===== config.mk =====
export PLATFORM = sky130hd
export DESIGN_NAME = imm_ram
export DESIGN_NICKNAME = d
export VERILOG_FILES = /design/src/hw/rtl/integer_matrix_multiply_defines.svh /design/src/hw/rtl/imm_pkg.sv /design/src/hw/rtl/imm_ram.sv
export SDC_FILE = /design/constraint.sdc
export NUM_CORES = 2
export LEC_CHECK = 0
export BUFFER_PORTS_ARGS = -buffer_cell sky130_fd_sc_hd__buf_4
export CORE_ASPECT_RATIO = 0.75
export CORE_MARGIN = 4
export CORE_UTILIZATION = 57
export DETAILED_ROUTE_END_ITERATION = 7
export PLACE_DENSITY = 0.76
export SYNTH_ARGS = -nofsm -noshare
export SYNTH_HDL_FRONTEND = slang
export SYNTH_SLANG_ARGS = --single-unit

===== constraint.sdc =====
create_clock -name clock -period 3.65 [get_ports clock]
set_clock_uncertainty 0.15 [all_clocks]
set_input_delay 0.5475 -clock clock [delete_from_list [all_inputs] [get_ports clock]]
set_output_delay 0.5475 -clock clock [all_outputs]
set_load 0.05 [all_outputs]

===== src/hw/rtl/integer_matrix_multiply_defines.svh =====
// ----------------------------------------------------------------------------
// integer matrix multiply assertion macros
// shared assertion forms, sampled on clock and held off during reset
// ----------------------------------------------------------------------------
`ifndef INTEGER_MATRIX_MULTIPLY_DEFINES_SVH
`define INTEGER_MATRIX_MULTIPLY_DEFINES_SVH

// same-cycle implication
`define IMM_ASSERT_HOLDS(label, ante, cons, msg) \
   label: assert property (@(posedge clock) disable iff (reset) (ante) |-> (cons)) \
      else $error(msg);

// next-cycle implication
`define IMM_ASSERT_NEXT(label, ante, cons, msg) \
   label: assert property (@(posedge clock) disable iff (reset) (ante) |=> (cons)) \
      else $error(msg);

`endif


===== src/hw/rtl/imm_pkg.sv =====
// ----------------------------------------------------------------------------
// imm_pkg
// types, codes and helpers shared by the integer matrix multiply block
// ----------------------------------------------------------------------------
`timescale 1ns / 1ps
`default_nettype none

package imm_pkg;

   localparam int DATA_W    = 32;
   localparam int IDX_W     = 3;
   localparam int DIM_W     = 4;
   localparam int KIND_W    = 2;
   localparam int CSR_IDX_W = 2;

   localparam int MAX_DIM_DEF = 8;
   localparam logic [DIM_W-1:0] DIM_RESET = 4'd8;

   typedef enum logic [KIND_W-1:0] {
      KIND_LOAD_A = 2'd0,
      KIND_LOAD_B = 2'd1,
      KIND_START  = 2'd2
   } kind_type;

   typedef enum logic [CSR_IDX_W-1:0] {
      CSR_ROWS_M  = 2'd0,
      CSR_INNER_N = 2'd1,
      CSR_COLS_K  = 2'd2
   } csr_index_type;

   typedef enum logic [1:0] {
      ST_IDLE,
      ST_RUN,
      ST_DRAIN,
      ST_EMIT
   } state_type;

   // one term of a dot product on its way through the mac
   typedef struct packed {
      logic vld;
      logic first;
      logic last;
   } mac_ctrl_type;

   // zero acts as one, anything above the limit acts as the limit
   function automatic logic [DIM_W-1:0] clamp_dim(input logic [DIM_W-1:0] v,
                                                  input logic [DIM_W-1:0] lim);
      logic [DIM_W-1:0] d;
      d = v;
      if (d == '0) begin
         d = {{(DIM_W-1){1'b0}}, 1'b1};
      end
      if (d > lim) begin
         d = lim;
      end
      return d;
   endfunction

endpackage

`default_nettype wire


===== src/hw/rtl/imm_ram.sv =====
// ----------------------------------------------------------------------------
// imm_ram
// generic single-write, single-read ram with registered read data
// ----------------------------------------------------------------------------
`timescale 1ns / 1ps
`default_nettype none

module imm_ram #(
   parameter int WIDTH = imm_pkg::DATA_W,
   parameter int DEPTH = imm_pkg::MAX_DIM_DEF * imm_pkg::MAX_DIM_DEF,
   localparam int ADDR_W = (DEPTH > 1) ? $clog2(DEPTH) : 1
) (
   input  wire logic                 clock,
   input  wire logic                 wr_en,
   input  wire logic [ADDR_W-1:0]    wr_addr,
   input  wire logic [WIDTH-1:0]     wr_data,
   input  wire logic [ADDR_W-1:0]    rd_addr,
   output logic      [WIDTH-1:0]     rd_data
);

   logic [WIDTH-1:0] mem_ff [DEPTH];

   always_ff @(posedge clock) begin
      if (wr_en) begin
         mem_ff[wr_addr] <= wr_data;
      end
      rd_data <= mem_ff[rd_addr];
   end

endmodule

`default_nettype wire


==> results.txt <==
post-detail-place hpwl = 109,600 um
die area = 143,800 um2
top cells by instance count after synthesis = 2,048 x edfxtp_1, 544 x mux4_2, 137 x nor2_1, 93 x mux2i_1, 84 x o22ai_1
fraction of registers with async set/reset = 0%
Worst R2R End = rd_data[14]
height of the die = 329.4 um
nets = 3,671
Sw Share = 21.23%
hold-fix buffers at CTS = 0
cts bufs inserted = 180
status = finished, final reports clean
yosys warns = 0
P_sw = 10.35 mW
Post-synth EDFFs = 2,048
Cell Chain, Critical Path = buf_8 > buf_12 > buf_12 > mux4_2 > mux4_2 > o22ai_1 > nor2_1
clock period minus worst slack = 2.752 ns
fillers = 8,249
CP max FO = 25
total design power = 48.74 mW
largest family of logic cells by synthesized area = multiplexers
min-delay src = wr_data[12]
multi-input logic area = 15,980 um2
Gate power share = 5.6%
clock group share of total power = 40.0%
Max-Slew Margin vs Limit = 35.80%
WL/cell = 36.08 um
Syn Std Cell Area = 78,520 um2
WHS Endpoint = mem_ff[5][12]
Critical path origin = rd_addr[0]
core area = 136,300 um2
CTS H-tree depth = 4
Total Neg Setup Slack = 0 ns
fin crit share = 75.39%
Power Internal = 38.40 mW
drt total wl = 202,900 um
share of layout cells above drive strength 1 = 31.15%
Hold Crit Depth = 1
mux cell area share after synthesis = 16.79%
Worst EP required = 4.17 ns
Pleak = 28.03 nW
Netlist cell types = 34
ANT nets after route = 0
TritonRoute pass-1 iters = 6
RSZ-0062 raised after global routing = no
Resize count post-CTS = 0
maximum resistive drop on vdd = 0.7755 mV
total grt overflow = 0
total number of vias = 38,367
Reg power frac = 54.5%
Critical-path top delay cell = o22ai_1
initial antenna violation count = 12
Die Wd = 436.6 um
Crit. End Element = flip-flop
Critical R2R Launch = mem_ff[7][14]
# DRC = 0
clock-pin slew on the worst setup and hold paths = 0.07 ns
Yosys top cell by area = edfxtp_1
Max Cap Viol = 0
Slew Viols, Final = 0
top-area cell type share of the netlist area = 78.33%
CTS tree = yes
Critical Path AT = 3.28 ns
vias per cell = 6.823
IO buf count = 77
Post-CTS Repair Setup Buffers = 0
Synth area leaders = edfxtp_1 78%, mux4_2 16%, mux2i_1 1.2%
area growth from synthesis to layout = 14.04%
hold slack = 0.1297 ns
Final setup viols = 0
pwr/cell area = 544.4 nW/um2
Ports = 78
DRT iter0 DRCs = 6,667
Crit Path Category = primary input to flip-flop
flops & latches, synth = 2,080
largest net degree at the start of global routing = 65
Clock Sinks = 2,080
Startpoint Class = primary input
GPL Wtd Cong = 0.7881
most common cell in the netlist = edfxtp_1
simple-gate share of the synthesized area = 1.265%
final std cells w/o fill = 5,623
main flop type after synthesis = edfxtp_1
first-pass GRT wire length = 290,300 um
total track usage = 28.84%
syn_nets = 3,370
Avg Cell Area, Syn = 23.62 um2
vias in the first global route = 38,793
Synth Area in XOR/XNOR = 0%
Synth Area in Compound Gates = 1.673%
clock insertion delay at the later pin of the skew report = 0.82 ns
CTS Buffer Depth = 3
placed cells = 5,287
adder-cell area share of the yosys netlist = 0%
R2R depth = 6
reg2reg setup slack = 1.10 ns
Gate Count Post-Synth = 3,324
Slew @ Worst Pin = 0.9565 ns
slowest cell delay on critical path = 0.61 ns
Rows = 117
Min-Delay Path Class = primary input to flip-flop
Initial Utilization = 57.61%
sequential share of the synthesized area = 79.14%
root buffer cell = clkbuf_16
Fmax achieved = 363.4 MHz
Hold Fails Final Rpt = 0
Reg area = 62,140 um2
stage by stage:
stage	utilization [%]	area [um2]	worst slack (ns)
after global routing	65.69	89530	0.7423
after global placement	61.29	83540	0.1414
final	65.70	89540	0.8983
after CTS	65.69	89520	0.9736
after floorplan	-	78530	0.3006
after detailed placement	61.29	83540	0.1134
state kept, by name (all words and copies together), names as in the netlist:
register / flops
mem_ff: 2048
rd_data: 32
kinds of logic after synthesis:
kind of cell	count (synthesis)
compound gates	202
mux	637
simple gates	223
flops	2080
buf+inv	182
how the worst max path moves through the flow:
| stage | end | slack [ns] | cells after the start |
|---|---|---|---|
| after floorplan | mem_ff[39][0] | 0.30 | 4 |
| after global placement | rd_data[2] | 0.14 | 7 |
| after detailed placement | rd_data[14] | 0.11 | 9 |
| after CTS | rd_data[14] | 0.97 | 9 |
| after global routing | rd_data[14] | 0.74 | 9 |
| final | rd_data[2] | 0.90 | 7 |
power groups by stage:
stage	Clock, mW	Sequential [mW]	Combinational [mW]
2_1_floorplan	0	27.2	1.29
3_3_place_gp	0	27.1	2.62
3_5_place_dp	0	27.1	2.67
4_1_cts	19.6	26.6	2.71
5_1_grt	20.8	26.5	2.86
6_report	19.5	26.5	2.72
critical path: cells and delay by family:
family	cells	cell delay, ns
buffers and inverters	3	0.86
AOI/OAI and AO/OA	1	0.61
muxes	2	1.07
and+or+nand+nor	1	0.11
metal layers:
layer | track usage, % | share of wire [%]
met1 | 41.73 | 36
met2 | 43.75 | 47
met3 | 7.514 | 13
met4 | 9.733 | 3.3
met5 | 0 | 0.018
layout by cell type (no fill, tap or decap), types with 62 or more instances in the layout:
| cell type | synthesis | routed |
|---|---|---|
| a21oi_1 | 62 | 62 |
| nor2_1 | 137 | 75 |
| buf_4 | 25 | 232 |
| mux4_2 | 544 | 544 |
| clkbuf_16 | 0 | 185 |
| mux2i_1 | 93 | 93 |
| buf_12 | 0 | 66 |
| edfxtp_1 | 2048 | 2048 |
| nor2_4 | 0 | 62 |
| o22ai_1 | 84 | 84 |
final cells by class:
class | instances | area share, %
diodes | 7 | 0.01956
clock buffers | 236 | 5.529
clock inverters | 93 | 1.157
multi-input cells | 1062 | 17.85
flip-flops and latches | 2080 | 69.40
well taps | 1844 | 2.577
repair buffers | 301 | 3.471
Power figures use the tool's default switching activity.
