`config.mk`:
```
export PLATFORM = sky130hd
export DESIGN_NAME = imm_mac
export DESIGN_NICKNAME = d
export VERILOG_FILES = /design/src/hw/rtl/integer_matrix_multiply_defines.svh /design/src/hw/rtl/imm_pkg.sv /design/src/hw/rtl/imm_mac.sv
export SDC_FILE = /design/constraint.sdc
export NUM_CORES = 1
export LEC_CHECK = 0
export BUFFER_PORTS_ARGS = -buffer_cell sky130_fd_sc_hd__buf_2
export CAP_MARGIN = 20
export CORE_ASPECT_RATIO = 0.75
export CORE_MARGIN = 1
export CORE_UTILIZATION = 59
export CTS_BUF_LIST = sky130_fd_sc_hd__clkbuf_8
export DETAILED_ROUTE_END_ITERATION = 8
export GPL_TIMING_DRIVEN = 0
export PLACE_DENSITY = 0.8
export SYNTH_ARGS = -nofsm -noshare
export SYNTH_HDL_FRONTEND = slang
export SYNTH_SLANG_ARGS = --single-unit
```
`constraint.sdc`:
```
create_clock -name clock -period 6.55 [get_ports clock]
set_input_delay 0.655 -clock clock [delete_from_list [all_inputs] [get_ports clock]]
set_output_delay 0.655 -clock clock [all_outputs]
set_load 0.02 [all_outputs]
```
`src/hw/rtl/integer_matrix_multiply_defines.svh`:
```
// ----------------------------------------------------------------------------
// integer matrix multiply assertion macros
// shared assertion forms, sampled on clock and held off during reset
// ----------------------------------------------------------------------------
`ifndef INTEGER_MATRIX_MULTIPLY_DEFINES_SVH
`define INTEGER_MATRIX_MULTIPLY_DEFINES_SVH

// same-cycle implication
`define IMM_ASSERT_HOLDS(label, ante, cons, msg) \
   label: assert property (@(posedge clock) disable iff (reset) (ante) |-> (cons)) \
      else $error(msg);

// next-cycle implication
`define IMM_ASSERT_NEXT(label, ante, cons, msg) \
   label: assert property (@(posedge clock) disable iff (reset) (ante) |=> (cons)) \
      else $error(msg);

`endif

```
`src/hw/rtl/imm_pkg.sv`:
```
// ----------------------------------------------------------------------------
// imm_pkg
// types, codes and helpers shared by the integer matrix multiply block
// ----------------------------------------------------------------------------
`timescale 1ns / 1ps
`default_nettype none

package imm_pkg;

   localparam int DATA_W    = 32;
   localparam int IDX_W     = 3;
   localparam int DIM_W     = 4;
   localparam int KIND_W    = 2;
   localparam int CSR_IDX_W = 2;

   localparam int MAX_DIM_DEF = 8;
   localparam logic [DIM_W-1:0] DIM_RESET = 4'd8;

   typedef enum logic [KIND_W-1:0] {
      KIND_LOAD_A = 2'd0,
      KIND_LOAD_B = 2'd1,
      KIND_START  = 2'd2
   } kind_type;

   typedef enum logic [CSR_IDX_W-1:0] {
      CSR_ROWS_M  = 2'd0,
      CSR_INNER_N = 2'd1,
      CSR_COLS_K  = 2'd2
   } csr_index_type;

   typedef enum logic [1:0] {
      ST_IDLE,
      ST_RUN,
      ST_DRAIN,
      ST_EMIT
   } state_type;

   // one term of a dot product on its way through the mac
   typedef struct packed {
      logic vld;
      logic first;
      logic last;
   } mac_ctrl_type;

   // zero acts as one, anything above the limit acts as the limit
   function automatic logic [DIM_W-1:0] clamp_dim(input logic [DIM_W-1:0] v,
                                                  input logic [DIM_W-1:0] lim);
      logic [DIM_W-1:0] d;
      d = v;
      if (d == '0) begin
         d = {{(DIM_W-1){1'b0}}, 1'b1};
      end
      if (d > lim) begin
         d = lim;
      end
      return d;
   endfunction

endpackage

`default_nettype wire

```
`src/hw/rtl/imm_mac.sv`:
```
// ----------------------------------------------------------------------------
// imm_mac
// shared multiply-accumulate unit, one term per cycle, wrapping at 32 bits
// ----------------------------------------------------------------------------
`timescale 1ns / 1ps
`default_nettype none

module imm_mac (
   input  wire logic                          clock,
   input  wire logic                          reset,
   input  wire imm_pkg::mac_ctrl_type         ctrl,
   input  wire logic [imm_pkg::DATA_W-1:0]    a,
   input  wire logic [imm_pkg::DATA_W-1:0]    b,
   output logic      [imm_pkg::DATA_W-1:0]    acc,
   output logic                               done
);

   imm_pkg::mac_ctrl_type             mul_ctrl_ff;
   logic [imm_pkg::DATA_W-1:0]        mul_ff;
   logic [imm_pkg::DATA_W-1:0]        mul_in;
   logic [imm_pkg::DATA_W-1:0]        acc_ff;
   logic [imm_pkg::DATA_W-1:0]        acc_in;
   logic                              done_ff;
   logic                              done_in;

   // low word of the product only
   assign mul_in  = a * b;
   assign acc_in  = mul_ctrl_ff.first ? mul_ff : acc_ff + mul_ff;
   assign done_in = mul_ctrl_ff.vld & mul_ctrl_ff.last;

   always_ff @(posedge clock) begin
      if (reset) begin
         mul_ctrl_ff <= '0;
         done_ff     <= 1'b0;
      end else begin
         mul_ctrl_ff <= ctrl;
         done_ff     <= done_in;
      end
   end

   always_ff @(posedge clock) begin
      mul_ff <= mul_in;
      if (mul_ctrl_ff.vld) begin
         acc_ff <= acc_in;
      end
   end

   assign acc  = acc_ff;
   assign done = done_ff;

endmodule

`default_nettype wire

```
==> metrics.cfg <==
[clock_network]
clockRootBuffer = clkbuf_8
cts_max_path_buffers = 2
cts_tree = yes
hold_buffers = 0
insertion_delay_ps = 370
cts.sinks = 68
cts_buffers = 9
htreeDepth = 3
clk_pin_slew_ps = 80

[run_status]
failed_checks = negative setup slack
outcome = complete, but fails checks

[routing]
drtPass1Iterations = 6
drc_errors = 0
ant_nets = 0
avgRoutedWirePerCell_um = 22.93
drt-total-wl_um = 61000
viasPerCell = 5.745
drtIter0Drc = 1332
vias = 15281

[final_layout]
final_common_cell = inv_1
area_growth_pct = 15.17
layout_common_cells = 400 x inv_1, 399 x fa_1, 297 x nand2_1
antenna_cells = 0
drive_gt1_share_pct = 13.98
finalNetCount = 2852

[logic_synthesis]
synthArstFlopShare_pct = 0
syn-mean-instance-area_um2 = 9.178
ys_seq_area_share_pct = 8.783
synth_ff_type = dfxtp_1
synth_cell_types = 54
synth-seq-cells = 68
syn_nets = 2718
synth.largest_area_cell = fa_1
synthesis.instances = 2086
synth_warnings = 0
syn_area_um2 = 19150
synth_edf_count = 32
synth_top_cell_area_share_pct = 42.77
synth.area.top_cells = fa_1 43%, ha_1 10%, and2_1 8.9%

[run]
drv_cap = 0

[sta]
worst_pin_slew_ps = 1004
setup_ws_ps = -323.8
fin_skew_ps = 5.773
relSlewSlack_pct = 33.06
finalCritPeriodShare_pct = 104.9
setup_viol = 7
holdWs_ps = 431.4
max_freq_mhz = 145.5
rsz0062_at_grt = yes
min_period_ps = 6874
drv_slew = 0
finalHoldViolCount = 0

[die]
core-area_um2 = 31600
row_count = 56
die_w_um = 210.0
die_area_um2 = 33180
dieHeight_um = 158.0
start_util_pct = 60.59
pin_count = 102

[place]
place_congestion = 1.035
dpl.hpwl_um = 47770
io_buffers = 93

[setup_path]
timing.rr.end = acc[28]$_DFFE_PP_
end_kind = register
crit_type = primary input to register
worstSetupStartpointType = primary input
crit_path_max_fanout = 10
worstRegToRegCells = 12
r2r_slack_ps = 3060
required_ps = 6820
reg2reg_from = acc[0]$_DFFE_PP_
crit_arrival_ps = 7140

[grt]
overflow = 0
grt_pass1_vias = 15731
grt_usage_pct = 37.84
antenna_found_initial = 1
grt_max_degree = 34
grt_pass1_wl_um = 91090

[worst_hold_path]
worst_hold_path.endpoint = done$_SDFF_PP0_
min-delay-start = mul_ctrl_ff[0]$_SDFF_PP0_
hold_class = register to register
holdPathStages = 2

[sequential cells by signal, indices dropped and copies added (netlist names)]
| signal | cells |
|---|---|
| done | 1 |
| mul_ctrl_ff | 3 |
| mul_ff | 32 |
| acc | 32 |
[logic make-up after synthesis]
kind of cell | share of synthesized area, %
buf+inv | 9.907
flops | 8.783
fa+ha+maj | 52.83
compound gates | 6.025
mux | 0.2745
simple gates | 17.01
xor+xnor | 5.169
[routing by layer]
metal	global-route usage [%]	part of all wire, %	vias to the layer above
li1	-	-	6528
met1	51.10	40	7631
met2	52.19	40	948
met3	18.87	16	172
met4	13.07	4.1	2
met5	1.649	0.12	-
[critical path: stages]
cell and delay, ps:
buf_2 170, buf_4 250, and2_1 170, fa_1 430, fa_1 570, inv_1 60
fa_1 530, inv_1 50, fa_1 490, inv_1 50, fa_1 490, fa_1 580
fa_1 470, fa_1 550, inv_2 70, ha_4 250, and3_4 200, and3_1 170
a221o_1 370, nor3_1 200, o21bai_1 100, xor2_1 250
[Yosys cell counts, types with 2 or more instances]
library cell	number
or3_1	3
clkbuf_1	94
o211ai_1	3
o21a_1	12
a21oi_1	50
nand2b_1	6
and2_1	272
nand4_1	3
nor2_1	31
nand2_1	299
dfxtp_1	36
mux2_2	2
o21ai_0	46
xnor2_1	82
nor2b_1	10
xor2_1	31
a31oi_1	7
edfxtp_1	32
fa_1	409
o21bai_1	7
inv_1	408
buf_1	2
nor3_1	6
a211oi_1	8
a21o_1	18
o2111ai_1	2
ha_1	154
and3_1	7
a211o_1	6
o31ai_1	5
mux2i_1	3
nand3_1	10
[final cells by class]
| type | count | area, µm² |
|---|---|---|
| buffer | 89 | 1072 |
| clock buffer | 10 | 137.6 |
| clock inverter | 6 | 158.9 |
| fill | 2368 | 9549 |
| inverter | 408 | 1531 |
| multi-input combinational | 1513 | 16030 |
| sequential | 68 | 1683 |
| tap | 435 | 544.3 |
| timing repair buffer | 131 | 890.9 |
[what timing repair did]
item	in CTS	in global routing
gates cloned	1	0
gates resized for setup	234	65
setup buffers	30	7
setup endpoints to repair	20	10
pin swaps	52	24
[how the worst max path moves through the flow]
stage           from                 end  slack, ps  cells after the start
2_1_floorplan   b[4]  mul_ff[27]$_DFF_P_       -150                     23
3_3_place_gp    a[3]  mul_ff[30]$_DFF_P_      -1830                     26
3_5_place_dp    a[3]  mul_ff[30]$_DFF_P_      -1910                     26
4_1_cts         a[1]  mul_ff[30]$_DFF_P_       -270                     25
5_1_grt         b[5]  mul_ff[31]$_DFF_P_       -420                     26
6_report       b[10]  mul_ff[30]$_DFF_P_       -320                     22
[through the flow]
step	cell area (µm²)	TNS, ps	instances	utilization (%)	setup WS, ps
after global placement	20320	-23250	2614	64.29	-1826
after detailed placement	20320	-25060	2614	64.29	-1905
after floorplan	19310	-274.7	2086	-	-154.6
final	22050	-1216	2660	69.78	-323.8
after global routing	22050	-2142	2660	69.78	-421.5
after CTS	21840	-947.1	2653	69.10	-273.0
Power is left out: the tool's default activity adds up to more than one toggle a clock period on the data nets, which glitch-free logic cannot reach.
